File: src/hw/rtl/irc_pkg.sv
package irc_pkg;

  localparam int unsigned MAX_PAIRS    = 64;
  localparam int unsigned NUM_CHANNELS = 2;

  localparam int unsigned CH_W   = 1;
  localparam int unsigned PAIR_W = 6;
  localparam int unsigned SLOT_W = PAIR_W + 1;
  localparam int unsigned IDX_W  = SLOT_W + 1;
  localparam int unsigned ENT_W  = 10;
  localparam int unsigned CNT_W  = 7;
  localparam int unsigned TIME_W = 32;
  localparam int unsigned LIM_W  = 16;
  localparam int unsigned DUR_W  = 16;
  localparam int unsigned ACT_W  = 2;
  localparam int unsigned REG_W  = 1;
  localparam int unsigned DATA_W = 16;

  localparam logic [IDX_W-1:0]  SLOTS       = IDX_W'(2 * MAX_PAIRS);
  localparam logic [ENT_W-1:0]  ENTRY_MAX   = '1;
  localparam logic [LIM_W-1:0]  GAP_LIMIT_RST = LIM_W'(5000);
  localparam logic [ACT_W-1:0]  ACTIVE_RST  = ACT_W'(NUM_CHANNELS);

  typedef enum logic [1:0] {
    OP_EDGE   = 2'd0,
    OP_POLL   = 2'd1,
    OP_RESUME = 2'd2,
    OP_READ   = 2'd3
  } op_t;

  typedef enum logic [REG_W-1:0] {
    REG_ACTIVE_CHANNELS = 1'd0,
    REG_GAP_LIMIT       = 1'd1
  } reg_idx_t;

  typedef struct packed {
    logic              en;
    logic [CH_W-1:0]   ch;
    logic [SLOT_W-1:0] slot;
    logic [ENT_W-1:0]  data;
  } wr_req_t;

endpackage

File: src/hw/rtl/irc_item_if.sv
interface irc_item_if;
  logic                               valid;
  logic                               ready;
  logic [1:0]                         operation;
  logic [irc_pkg::CH_W-1:0]           channel;
  logic [irc_pkg::TIME_W-1:0]         now_us;
  logic [irc_pkg::PAIR_W-1:0]         pair_index;

  modport source (output valid, operation, channel, now_us, pair_index, input ready);
  modport sink   (input valid, operation, channel, now_us, pair_index, output ready);
endinterface

File: src/hw/rtl/irc_result_if.sv
interface irc_result_if;
  logic                        valid;
  logic                        ready;
  logic [irc_pkg::CNT_W-1:0]   pair_count;
  logic [irc_pkg::DUR_W-1:0]   first_duration;
  logic [irc_pkg::DUR_W-1:0]   second_duration;

  modport source (output valid, pair_count, first_duration, second_duration, input ready);
  modport sink   (input valid, pair_count, first_duration, second_duration, output ready);
endinterface

File: src/hw/rtl/irc_cfg_if.sv
interface irc_cfg_if;
  logic                        valid;
  logic                        ready;
  logic [irc_pkg::REG_W-1:0]   index;
  logic [irc_pkg::DATA_W-1:0]  data;

  modport source (output valid, index, data, input ready);
  modport sink   (input valid, index, data, output ready);
endinterface

File: src/hw/rtl/irc_pair_store.sv
module irc_pair_store (
  input  logic                            clk,
  input  logic                            rst,
  input  irc_pkg::wr_req_t                wr,
  input  logic                            rd_en,
  input  logic [irc_pkg::CH_W-1:0]        rd_ch,
  input  logic [irc_pkg::PAIR_W-1:0]      rd_pair,
  output logic [irc_pkg::ENT_W-1:0]       rd_first,
  output logic [irc_pkg::ENT_W-1:0]       rd_second
);

  localparam int unsigned ROW_W = irc_pkg::CH_W + irc_pkg::PAIR_W;
  localparam int unsigned ROWS  = 2 ** ROW_W;

  // even and odd slots live in separate banks so both halves of a pair are read together
  logic [irc_pkg::ENT_W-1:0] even_mem [ROWS];
  logic [irc_pkg::ENT_W-1:0] odd_mem  [ROWS];
  logic [ROWS-1:0]           even_vld;
  logic [ROWS-1:0]           odd_vld;

  logic [ROW_W-1:0]          wr_row;
  logic [ROW_W-1:0]          rd_row;
  logic [irc_pkg::ENT_W-1:0] even_q;
  logic [irc_pkg::ENT_W-1:0] odd_q;
  logic                      even_vq;
  logic                      odd_vq;

  assign wr_row = {wr.ch, wr.slot[irc_pkg::SLOT_W-1:1]};
  assign rd_row = {rd_ch, rd_pair};

  always_ff @(posedge clk) begin
    if (wr.en && !wr.slot[0]) begin
      even_mem[wr_row] <= wr.data;
    end
    if (wr.en && wr.slot[0]) begin
      odd_mem[wr_row] <= wr.data;
    end
    if (rd_en) begin
      even_q <= even_mem[rd_row];
      odd_q  <= odd_mem[rd_row];
    end
  end

  always_ff @(posedge clk) begin
    if (rst) begin
      even_vld <= '0;
      odd_vld  <= '0;
      even_vq  <= 1'b0;
      odd_vq   <= 1'b0;
    end else begin
      if (wr.en && !wr.slot[0]) begin
        even_vld[wr_row] <= 1'b1;
      end
      if (wr.en && wr.slot[0]) begin
        odd_vld[wr_row] <= 1'b1;
      end
      if (rd_en) begin
        even_vq <= even_vld[rd_row];
        odd_vq  <= odd_vld[rd_row];
      end
    end
  end

  assign rd_first  = even_vq ? even_q : '0;
  assign rd_second = odd_vq  ? odd_q  : '0;

endmodule

File: src/hw/rtl/ir_edge_interval_capture_core.sv
// Infrared edge-interval capture for two receiver channels. Each word on the item channel
// is an edge, a poll, a resume or a pair read, and gets exactly one result word. The block
// is a two-register pipeline: an input register, then the result register whose read data
// comes from a registered two-bank (even/odd slot) store; a new item is accepted every
// cycle while the result side keeps up. Per-channel index and timestamp state is updated
// in the cycle an item leaves the input register, so consecutive items on the same
// channel see each other's effects.
// Configuration writes are taken at any time and should only be issued while idle.
module ir_edge_interval_capture_core (
  input  logic              clk,
  input  logic              rst,
  irc_item_if.sink          item,
  irc_result_if.source      result,
  irc_cfg_if.sink           cfg
);

  // configuration
  logic [irc_pkg::ACT_W-1:0] active_channels;
  logic [irc_pkg::LIM_W-1:0] gap_limit_us;

  assign cfg.ready = 1'b1;

  always_ff @(posedge clk) begin
    if (rst) begin
      active_channels <= irc_pkg::ACTIVE_RST;
      gap_limit_us    <= irc_pkg::GAP_LIMIT_RST;
    end else if (cfg.valid) begin
      unique case (irc_pkg::reg_idx_t'(cfg.index))
        irc_pkg::REG_ACTIVE_CHANNELS: active_channels <= cfg.data[irc_pkg::ACT_W-1:0];
        irc_pkg::REG_GAP_LIMIT:       gap_limit_us    <= cfg.data[irc_pkg::LIM_W-1:0];
        default: ;
      endcase
    end
  end

  // pipeline control
  logic advance;
  logic s1_valid;
  logic s2_valid;

  assign advance     = !s2_valid || result.ready;
  assign item.ready  = !s1_valid || advance;

  // input register
  irc_pkg::op_t                s1_op;
  logic [irc_pkg::CH_W-1:0]    s1_ch;
  logic [irc_pkg::TIME_W-1:0]  s1_now;
  logic [irc_pkg::PAIR_W-1:0]  s1_pair;

  always_ff @(posedge clk) begin
    if (rst) begin
      s1_valid <= 1'b0;
    end else if (item.ready) begin
      s1_valid <= item.valid;
    end
  end

  always_ff @(posedge clk) begin
    if (item.ready && item.valid) begin
      s1_op   <= irc_pkg::op_t'(item.operation);
      s1_ch   <= item.channel;
      s1_now  <= item.now_us;
      s1_pair <= item.pair_index;
    end
  end

  // per-channel state
  logic [irc_pkg::NUM_CHANNELS-1:0] armed;
  logic [irc_pkg::IDX_W-1:0]        widx     [irc_pkg::NUM_CHANNELS];
  logic [irc_pkg::TIME_W-1:0]       prev_time[irc_pkg::NUM_CHANNELS];
  logic [irc_pkg::CNT_W-1:0]        rep_pairs[irc_pkg::NUM_CHANNELS];

  logic                       cur_armed;
  logic [irc_pkg::IDX_W-1:0]  cur_widx;
  logic [irc_pkg::TIME_W-1:0] cur_prev;
  logic [irc_pkg::CNT_W-1:0]  cur_rep;

  assign cur_armed = armed[s1_ch];
  assign cur_widx  = widx[s1_ch];
  assign cur_prev  = prev_time[s1_ch];
  assign cur_rep   = rep_pairs[s1_ch];

  logic                       ch_ok;
  logic [irc_pkg::TIME_W-1:0] gap;
  logic                       gap_gt;
  logic                       gap_lt;
  logic [irc_pkg::ENT_W-1:0]  gap_ent;

  // channel 0 needs at least one active channel, channel 1 needs two or more
  assign ch_ok   = (s1_ch == '0) ? (active_channels != '0) : (active_channels >= 2'd2);
  assign gap     = s1_now - cur_prev;
  assign gap_gt  = gap > irc_pkg::TIME_W'(gap_limit_us);
  assign gap_lt  = gap < irc_pkg::TIME_W'(gap_limit_us);
  assign gap_ent = (gap[irc_pkg::TIME_W-1:irc_pkg::ENT_W+3] != '0) ? irc_pkg::ENTRY_MAX
                                                                  : gap[irc_pkg::ENT_W+2:3];

  logic                       armed_next;
  logic [irc_pkg::IDX_W-1:0]  widx_next;
  logic [irc_pkg::TIME_W-1:0] prev_next;
  logic [irc_pkg::CNT_W-1:0]  rep_next;
  logic [irc_pkg::CNT_W-1:0]  count_next;
  logic [irc_pkg::IDX_W-1:0]  w0;
  logic [irc_pkg::IDX_W-1:0]  w1;
  irc_pkg::wr_req_t           wr_req;
  irc_pkg::wr_req_t           wr_gated;

  always_comb begin
    armed_next  = cur_armed;
    widx_next   = cur_widx;
    prev_next   = cur_prev;
    rep_next    = cur_rep;
    count_next  = '0;
    w0          = cur_widx;
    w1          = cur_widx;
    wr_req      = '0;
    wr_req.ch   = s1_ch;
    if (ch_ok) begin
      unique case (s1_op)
        irc_pkg::OP_EDGE: begin
          if (cur_armed) begin
            // a long gap restarts the capture at slot zero
            w0 = (cur_widx != '0 && gap_gt) ? '0 : cur_widx;
            w1 = w0;
            if (gap_lt && w0 < irc_pkg::SLOTS) begin
              wr_req.en   = 1'b1;
              wr_req.slot = w0[irc_pkg::SLOT_W-1:0];
              wr_req.data = gap_ent;
              w1          = w0 + 1'b1;
            end
            prev_next = s1_now;
            if (w1 >= irc_pkg::SLOTS) begin
              armed_next = 1'b0;
              widx_next  = irc_pkg::SLOTS - 1'b1;
            end else begin
              widx_next = w1;
            end
          end
        end
        irc_pkg::OP_POLL: begin
          if (cur_armed) begin
            if (cur_widx != '0 && gap_gt) begin
              armed_next = 1'b0;
              w1         = cur_widx;
              // pad a zero space so the last pair is complete
              if (cur_widx[0] && cur_widx < irc_pkg::SLOTS) begin
                wr_req.en   = 1'b1;
                wr_req.slot = cur_widx[irc_pkg::SLOT_W-1:0];
                wr_req.data = '0;
                w1          = cur_widx + 1'b1;
              end
              widx_next  = w1;
              rep_next   = w1[irc_pkg::IDX_W-1:1];
              count_next = w1[irc_pkg::IDX_W-1:1];
            end
          end else if (cur_rep == '0) begin
            if (cur_widx == irc_pkg::IDX_W'(1)) begin
              widx_next  = '0;
              armed_next = 1'b1;
            end else begin
              rep_next   = cur_widx[irc_pkg::IDX_W-1:1];
              count_next = cur_widx[irc_pkg::IDX_W-1:1];
            end
          end
        end
        irc_pkg::OP_RESUME: begin
          rep_next   = '0;
          prev_next  = '0;
          widx_next  = '0;
          armed_next = 1'b1;
        end
        irc_pkg::OP_READ: ;
        default: ;
      endcase
    end
  end

  logic proc;
  assign proc = s1_valid && advance;

  always_comb begin
    wr_gated    = wr_req;
    wr_gated.en = wr_req.en && proc;
  end

  always_ff @(posedge clk) begin
    if (rst) begin
      for (int c = 0; c < irc_pkg::NUM_CHANNELS; c++) begin
        armed[c]     <= 1'b1;
        widx[c]      <= '0;
        prev_time[c] <= '0;
        rep_pairs[c] <= '0;
      end
    end else if (proc && ch_ok) begin
      armed[s1_ch]     <= armed_next;
      widx[s1_ch]      <= widx_next;
      prev_time[s1_ch] <= prev_next;
      rep_pairs[s1_ch] <= rep_next;
    end
  end

  logic [irc_pkg::ENT_W-1:0] rd_first;
  logic [irc_pkg::ENT_W-1:0] rd_second;

  irc_pair_store u_store (
    .clk       (clk),
    .rst       (rst),
    .wr        (wr_gated),
    .rd_en     (advance),
    .rd_ch     (s1_ch),
    .rd_pair   (s1_pair),
    .rd_first  (rd_first),
    .rd_second (rd_second)
  );

  // result register
  logic                      s2_read;
  logic [irc_pkg::CNT_W-1:0] s2_count;

  always_ff @(posedge clk) begin
    if (rst) begin
      s2_valid <= 1'b0;
    end else if (advance) begin
      s2_valid <= s1_valid;
    end
  end

  always_ff @(posedge clk) begin
    if (advance) begin
      s2_read  <= ch_ok && (s1_op == irc_pkg::OP_READ);
      s2_count <= count_next;
    end
  end

  assign result.valid           = s2_valid;
  assign result.pair_count      = s2_count;
  assign result.first_duration  = s2_read ? {3'b000, rd_first, 3'b000}  : '0;
  assign result.second_duration = s2_read ? {3'b000, rd_second, 3'b000} : '0;

  // index never passes the buffer end, even after padding
  a_widx_bound: assert property (@(posedge clk) disable iff (rst)
    widx[0] <= irc_pkg::SLOTS && widx[1] <= irc_pkg::SLOTS)
    else $error("write index past buffer end");

  // durations are only nonzero on a read result
  a_dur_read_only: assert property (@(posedge clk) disable iff (rst)
    s2_valid && (result.first_duration != '0 || result.second_duration != '0) |-> s2_read)
    else $error("duration on non-read result");

  // a store write happens only when an item leaves the input register
  a_wr_proc: assert property (@(posedge clk) disable iff (rst)
    wr_gated.en |-> s1_valid && advance && ch_ok)
    else $error("store write without item");

endmodule
File: src/flat_wrapper.sv
// flat-port wrapper written by rule: the top's interface ports become plain ports
module ir_edge_interval_capture_core_flat 
  (clk, rst, item_valid, item_operation, item_channel, item_now_us, item_pair_index, item_ready, result_valid, result_pair_count, result_first_duration, result_second_duration, result_ready, cfg_valid, cfg_index, cfg_data, cfg_ready);
  irc_item_if item_i ();
  irc_result_if result_i ();
  irc_cfg_if cfg_i ();
  input  logic clk;
  input  logic rst;
  input wire logic [$bits(item_i.valid)-1:0] item_valid;
  input wire logic [$bits(item_i.operation)-1:0] item_operation;
  input wire logic [$bits(item_i.channel)-1:0] item_channel;
  input wire logic [$bits(item_i.now_us)-1:0] item_now_us;
  input wire logic [$bits(item_i.pair_index)-1:0] item_pair_index;
  output wire logic [$bits(item_i.ready)-1:0] item_ready;
  output wire logic [$bits(result_i.valid)-1:0] result_valid;
  output wire logic [$bits(result_i.pair_count)-1:0] result_pair_count;
  output wire logic [$bits(result_i.first_duration)-1:0] result_first_duration;
  output wire logic [$bits(result_i.second_duration)-1:0] result_second_duration;
  input wire logic [$bits(result_i.ready)-1:0] result_ready;
  input wire logic [$bits(cfg_i.valid)-1:0] cfg_valid;
  input wire logic [$bits(cfg_i.index)-1:0] cfg_index;
  input wire logic [$bits(cfg_i.data)-1:0] cfg_data;
  output wire logic [$bits(cfg_i.ready)-1:0] cfg_ready;
  assign item_i.valid = item_valid;
  assign item_i.operation = item_operation;
  assign item_i.channel = item_channel;
  assign item_i.now_us = item_now_us;
  assign item_i.pair_index = item_pair_index;
  assign item_ready = item_i.ready;
  assign result_valid = result_i.valid;
  assign result_pair_count = result_i.pair_count;
  assign result_first_duration = result_i.first_duration;
  assign result_second_duration = result_i.second_duration;
  assign result_i.ready = result_ready;
  assign cfg_i.valid = cfg_valid;
  assign cfg_i.index = cfg_index;
  assign cfg_i.data = cfg_data;
  assign cfg_ready = cfg_i.ready;
  ir_edge_interval_capture_core u_core (.clk(clk), .rst(rst), .item(item_i), .result(result_i), .cfg(cfg_i));
endmodule
File: config.mk
export PLATFORM = sky130hd
export DESIGN_NAME = ir_edge_interval_capture_core_flat
export DESIGN_NICKNAME = d
export VERILOG_FILES = /design/src/hw/rtl/irc_pkg.sv /design/src/hw/rtl/irc_item_if.sv /design/src/hw/rtl/irc_result_if.sv /design/src/hw/rtl/irc_cfg_if.sv /design/src/hw/rtl/irc_pair_store.sv /design/src/hw/rtl/ir_edge_interval_capture_core.sv /design/src/flat_wrapper.sv
export SDC_FILE = /design/constraint.sdc
export NUM_CORES = 2
export LEC_CHECK = 0
export ABC_AREA = 1
export CORE_MARGIN = 10
export CORE_UTILIZATION = 40
export CTS_CLUSTER_SIZE = 10
export DETAILED_ROUTE_END_ITERATION = 12
export DONT_BUFFER_PORTS = 1
export HOLD_SLACK_MARGIN = 0.02
export PLACE_DENSITY_LB_ADDON = 0.12
export SYNTH_ARGS = -nofsm -noshare
export SYNTH_HDL_FRONTEND = slang
export SYNTH_HIERARCHICAL = 1
export SYNTH_SLANG_ARGS = --single-unit
File: constraint.sdc
create_clock -name clk -period 8.87 [get_ports clk]
set_input_delay 0.4435 -clock clk [delete_from_list [all_inputs] [get_ports clk]]
set_output_delay 0.4435 -clock clk [all_outputs]
set_load 0.01 [all_outputs]
* After elaboration in Yosys (flattened, before gate mapping)
Memories as Yosys holds them, arrays and structs flattened. A register that Yosys moved wholly into a read port is not among the register bits.
Cells that the tools add are included.
** Storage, ports and cells
- Logic and storage cells :: 156
- Input bits :: 63
- Memories kept :: 5
- Bits in writable memories :: 2654
- Register bits :: 329
** Operators by class
- Multiplexer cells :: 87
- Bitwise logic cells :: 3
- Reduce and logical (&&, ||, !) cells :: 28
- Eq/ne operators :: 4
- Magnitude comparators :: 11
- Add/subtract/negate cells :: 3
** Memory list
- u_core.u_store.even_mem :: depth 128, bits a word 10, read ports 1, clocked after memory_dff 1, wr ports 1, line irc_pair_store.sv:16 : logic [irc_pkg::ENT_W-1:0] even_mem [ROWS];
- u_core.u_store.odd_mem :: depth 128, bits a word 10, read ports 1, clocked after memory_dff 1, wr ports 1, line irc_pair_store.sv:17 : logic [irc_pkg::ENT_W-1:0] odd_mem [ROWS];
- u_core.prev_time :: depth 2, bits a word 32, read ports 1, clocked after memory_dff 1, wr ports 2, line ir_edge_interval_capture_core.sv:70 : logic [irc_pkg::TIME_W-1:0] prev_time[irc_pkg::NUM_CHANNELS];
- u_core.widx :: depth 2, bits a word 8, read ports 1, clocked after memory_dff 1, wr ports 2, line ir_edge_interval_capture_core.sv:69 : logic [irc_pkg::IDX_W-1:0] widx [irc_pkg::NUM_CHANNELS];
- u_core.rep_pairs :: depth 2, bits a word 7, read ports 1, clocked after memory_dff 1, wr ports 2, line ir_edge_interval_capture_core.sv:71 : logic [irc_pkg::CNT_W-1:0] rep_pairs[irc_pkg::NUM_CHANNELS];
** Operators with widths (number)
- $or A128 B128 Y128 :: 2
- $mux W8 :: 14
- $mux W17 :: 6
- $mux W32 :: 3
- $mux W7 :: 10
- $pmux W32 S2 :: 1
- $mux W1 :: 38
- $pmux W17 S2 :: 1
- $gt A32 B16 Y1 :: 1
- $lt A32 B16 Y1 :: 1
- $reduce_or A32 Y1 :: 1
- $sub A32 B32 Y32 :: 1
- $mux W10 :: 3
- $mux W13 :: 2
- $pmux W8 S3 :: 1
- $reduce_bool A19 Y1 :: 1
- $add A8 B1 Y8 const B :: 2
- $lt A7 B8 Y1 const B :: 2
- $lt A8 B8 Y1 const B :: 2
- $bmux W1 S7 :: 2
- $pmux W7 S2 :: 1
- $logic_and A1 B1 Y1 :: 12
- $eq A8 B1 Y1 const B :: 1
- $ge A8 B8 Y1 const B :: 1
- 21 further kinds :: 27

* Depth between registers and ports, before layout
- Word-level depth :: 16
- Gate-level depth with buffers :: 44
- Depth with buffers taken out :: 39

* Modules after synthesis
Netlist, hierarchy kept.
** By module, submodules not included
- irc_pair_store :: seq. area each 82639.3 sq um, cells each 9427, area each 113810.4 sq um, times used 1
- ir_edge_interval_capture_core :: seq. area each 4754.6 sq um, cells each 1492, area each 11300.8 sq um, times used 1

* Worst setup path after synthesis
Ideal clock, no wire load.
- Path kind :: reg-to-reg
- Start :: register with a tool-made name
- End :: memory u_core/u_store/even_mem[0][0] in the netlist's numbering (data pin)
- Period minus slack after synthesis :: 8.489 ns
- Arrival :: 7.639 ns
- Cell stages (with the launch flop) :: 34
- Slack :: 0.381 ns
- Required time :: 8.020 ns
- Cells stage by stage :: dfxtp_1 -> buf_4 -> buf_6 -> buf_2 -> buf_2 -> buf_1 -> nand2_1 -> o21ai_0 -> inv_1 -> ha_1 -> fa_1 -> inv_1 -> nand2_1 -> nand3_1 -> nand2_1 -> nand2_1 -> xor2_1 -> ha_1 -> nand2_1 -> inv_1 -> nand3_1 -> nor3_1 -> o21ai_0 -> o2111ai_1 -> nand2_1 -> nand3_2 -> nand2_4 -> buf_12 -> nand2_4 -> nand2_4 -> inv_2 -> nand3_1 -> nor2_4 -> o21a_1
** RTL lines (line)
- to (decl) :: irc_pair_store.sv:16

==> implementation parameters <==
Parameter                              Value

Clock network
  CTS root buffer    sky130_fd_sc_hd__clkbuf_16
  Level count of the clock H-tree    5
  Number of gates resized after cts    0
  CTS tree    done
  Number of buffers inserted during clock tree synthesis    349
  # Post-CTS Setup Buffers    0
  Clock buffer depth    4
  Clock slew at reported path FFs    50 ps
  Hold_buf cts    65
  Clock insertion delay at the later pin of the skew report    920 ps
  Clock sinks    3,004

Synthesis
  Area share of the largest cell type after synthesis    65.4%
  Mapped Cells    10.9k
  Post-synth design cell area    125,000 um2
  Biggest area contributors in the synthesized netlist    sky130_fd_sc_hd__edfxtp_1 (65%), sky130_fd_sc_hd__nor2_1 (5.6%), sky130_fd_sc_hd__o21ai_0 (4.6%)
  Count of flip-flops with a built-in enable after synthesis    2,723
  Average instance area after synthesis    11.5 um2
  Number of distinct library cells after synthesis    57
  Synthesis warning total    6
  Cell taking the most area after synthesis    sky130_fd_sc_hd__edfxtp_1
  Share of synthesized flip-flops with an asynchronous set or reset    0%
  Flip-flop and latch count after synthesis    3,004
  Share of the yosys chip area belonging to registers    69.9%
  Prevailing post-synth register cell    sky130_fd_sc_hd__edfxtp_1

Status
  Run status    finished clean

Layout
  Number of nets in the layout    11.0k
  Commonest cells after routing, fill and taps aside    sky130_fd_sc_hd__edfxtp_1 (2,723), sky130_fd_sc_hd__nor2_1 (1,877), sky130_fd_sc_hd__nand2_1 (1,373)
  Utilization after layout    45.2%
  Area of the multi-input gates    32,500 um2
  Commonest non-fill, non-tap cell in the layout    sky130_fd_sc_hd__edfxtp_1
  Fillers    28.7k
  Sequential Area    87,400 um2
  Post-Layout Cell Count    15.3k
  Share of post-route cells with drive strength above 1    9.01%
  Post-synthesis to final-layout area growth    12.6%

STA
  Setup clock skew after layout    48.1 ps
  Post-route setup TNS    0 ps
  Number of endpoints failing setup at the final stage    0
  Unrepaired setup endpoints after global routing    false
  Final critical-path required period    8320 ps
  Transition at the pin with the smallest max-transition slack    1360 ps
  Final setup margin    550 ps
  Max-slew violation count    0
  Final hold violations    0
  Tightest slew margin relative to the limit    9.05%
  Peak clock frequency supported by timing    120 MHz
  Share of the cycle needed by the critical path after routing    93.8%

Global routing
  Vias in the first global route    83.1k
  Initial antenna violation count    12
  Leftover overflow at the end of global routing    0
  Global-route wire length before repair    564,000 um
  Largest net degree at the start of global routing    285
  GRT Total Usage    22.2%

Routing
  Number of nets still failing antenna checks after routing    0
  Number of DRC markers after the initial detailed-route iteration    9,409
  Number of detailed-routing iterations run before antenna repair    6
  Sum of routed wire length over all layers    385,000 um
  Post-detailed-route DRC marker count    0
  Number of vias after detailed routing    85.3k
  Avg Vias per Cell    5.56
  Average wire per cell in the routed design    25.1 um

Power and ir drop
  Leakage    42.5 nW
  Power per Cell Area    216 nW/um2
  PnR Total Power    30.5 mW
  Worst VDD drop    0.158 mV

Placement
  Input/output buffers    0
  Worst slack at placement    767 ps
  HPWL after detailed placement    220,000 um
  Cells after DPL    14.6k
  Final estimated routing congestion in global placement    0.916

Hold path
  Type of the most critical hold path    in2reg

Worst setup path
  Cell occurring most often along the worst timing path    sky130_fd_sc_hd__nand3_1
  Arrival @ worst endpoint    8830 ps
  Slowest stage cell on the critical path    sky130_fd_sc_hd__nor2_1
  Delay-heaviest family, CP    simple AND/OR/NAND/NOR gates
  Bufs and invs on worst path    5
  Class of the most critical setup path    reg2reg
  Stage delay of the slowest cell on the critical path    840 ps
  Type of destination of the critical path    flop
  Endpoint required time on the critical path    9380 ps
  Maximum net fanout on the critical path    28
  Crit path launch type    flop

Die
  CORE AREA    312,000 um2
  Number of cell rows    205
  Die Area    336,000 um2
  Die width    579 um
  I/O Pins    105
  Die outline height    579 um
  Starting Density    40.1%

Job
  Maximum capacitance violations    0
-- Yosys cell counts, types with 23 or more instances --
master                     number
sky130_fd_sc_hd__a21oi_1       87
sky130_fd_sc_hd__buf_1         68
sky130_fd_sc_hd__buf_2        144
sky130_fd_sc_hd__buf_4         54
sky130_fd_sc_hd__buf_6         43
sky130_fd_sc_hd__clkbuf_1     389
sky130_fd_sc_hd__clkbuf_2      30
sky130_fd_sc_hd__dfxtp_1      281
sky130_fd_sc_hd__edfxtp_1    2723
sky130_fd_sc_hd__ha_1          58
sky130_fd_sc_hd__inv_1        452
sky130_fd_sc_hd__mux2i_1       31
sky130_fd_sc_hd__nand2_1     1376
sky130_fd_sc_hd__nand3_1      942
sky130_fd_sc_hd__nor2_1      1877
sky130_fd_sc_hd__nor3_1        23
sky130_fd_sc_hd__o21ai_0     1159
sky130_fd_sc_hd__o21ai_1      177
sky130_fd_sc_hd__o21ba_2      232
sky130_fd_sc_hd__o22ai_1      622
-- final timing paths --
kind                                    from                        endpoint  slack [ps]  cells after the start
setup / recovery                        flop  u_core/u_store/even_mem[16][5]         550                     30
hold / removal                           rst         u_core/gap_limit_us[12]         130                      2
setup reg to reg                        flop  u_core/u_store/even_mem[16][5]         550                     30
hold reg to reg   u_core/u_store/odd_vld[25]      u_core/u_store/odd_vld[25]         470                      2
-- stage by stage --
| stage | instance area (um2) | hold slack (ps) |
|---|---|---|
| 4_1_cts | 141000 | 36.3 |
| 3_5_place_dp | 130000 | 449 |
| 6_report | 141000 | 135 |
| 5_1_grt | 141000 | 85.4 |
| 3_3_place_gp | 130000 | 443 |
| 2_1_floorplan | 125000 | 430 |
-- registers in the layout, summed over array words and instances, names as in the netlist, 6 cells and up, named ones only --
signal / cells
u_core/gap_limit_us: 16
u_core/prev_time: 64
u_core/rep_pairs: 14
u_core/result.pair_count: 7
u_core/s1_now: 32
u_core/s1_pair: 6
u_core/u_store/even_mem: 1280
u_core/u_store/even_q: 10
u_core/u_store/even_vld: 128
u_core/u_store/odd_mem: 1280
u_core/u_store/odd_q: 10
u_core/u_store/odd_vld: 128
u_core/widx: 16
-- layer usage --
layer	wire length (um)	track usage (%)
met2	178000	35.6
met4	11100	6.01
met1	169000	31.2
met5	0	0
met3	26200	3.62
-- layout make-up --
| cell class | instances | share of cell area (%) |
|---|---|---|
| Antenna cell | 2 | 0.00355 |
| Multi-Input combinational cell | 6713 | 23.1 |
| Timing Repair Buffer | 374 | 2.57 |
| Sequential cell | 3004 | 62.0 |
| Clock buffer | 608 | 7.09 |
| Tap cell | 4140 | 3.68 |
| Inverter | 481 | 1.32 |
| Clock inverter | 27 | 0.219 |
-- cell families after synthesis --
kind of cell	Yosys count	synth area share, %
flops	3004	69.9
fa+ha+maj	59	0.596
buf+inv	1213	4.28
other cells	2	0.00600
simple gates	4276	14.0
compound gates	2316	10.9
xor+xnor	18	0.126
mux	31	0.248
-- power by group --
group	internal [mW]	leakage [nW]	switching, mW
Combinational	0.498	16.1	1.42
Clock	7.60	4.92	5.61
Sequential	15.3	21.6	0.0379
Total	23.4	42.5	7.07
(Power assumes the default switching activity.)
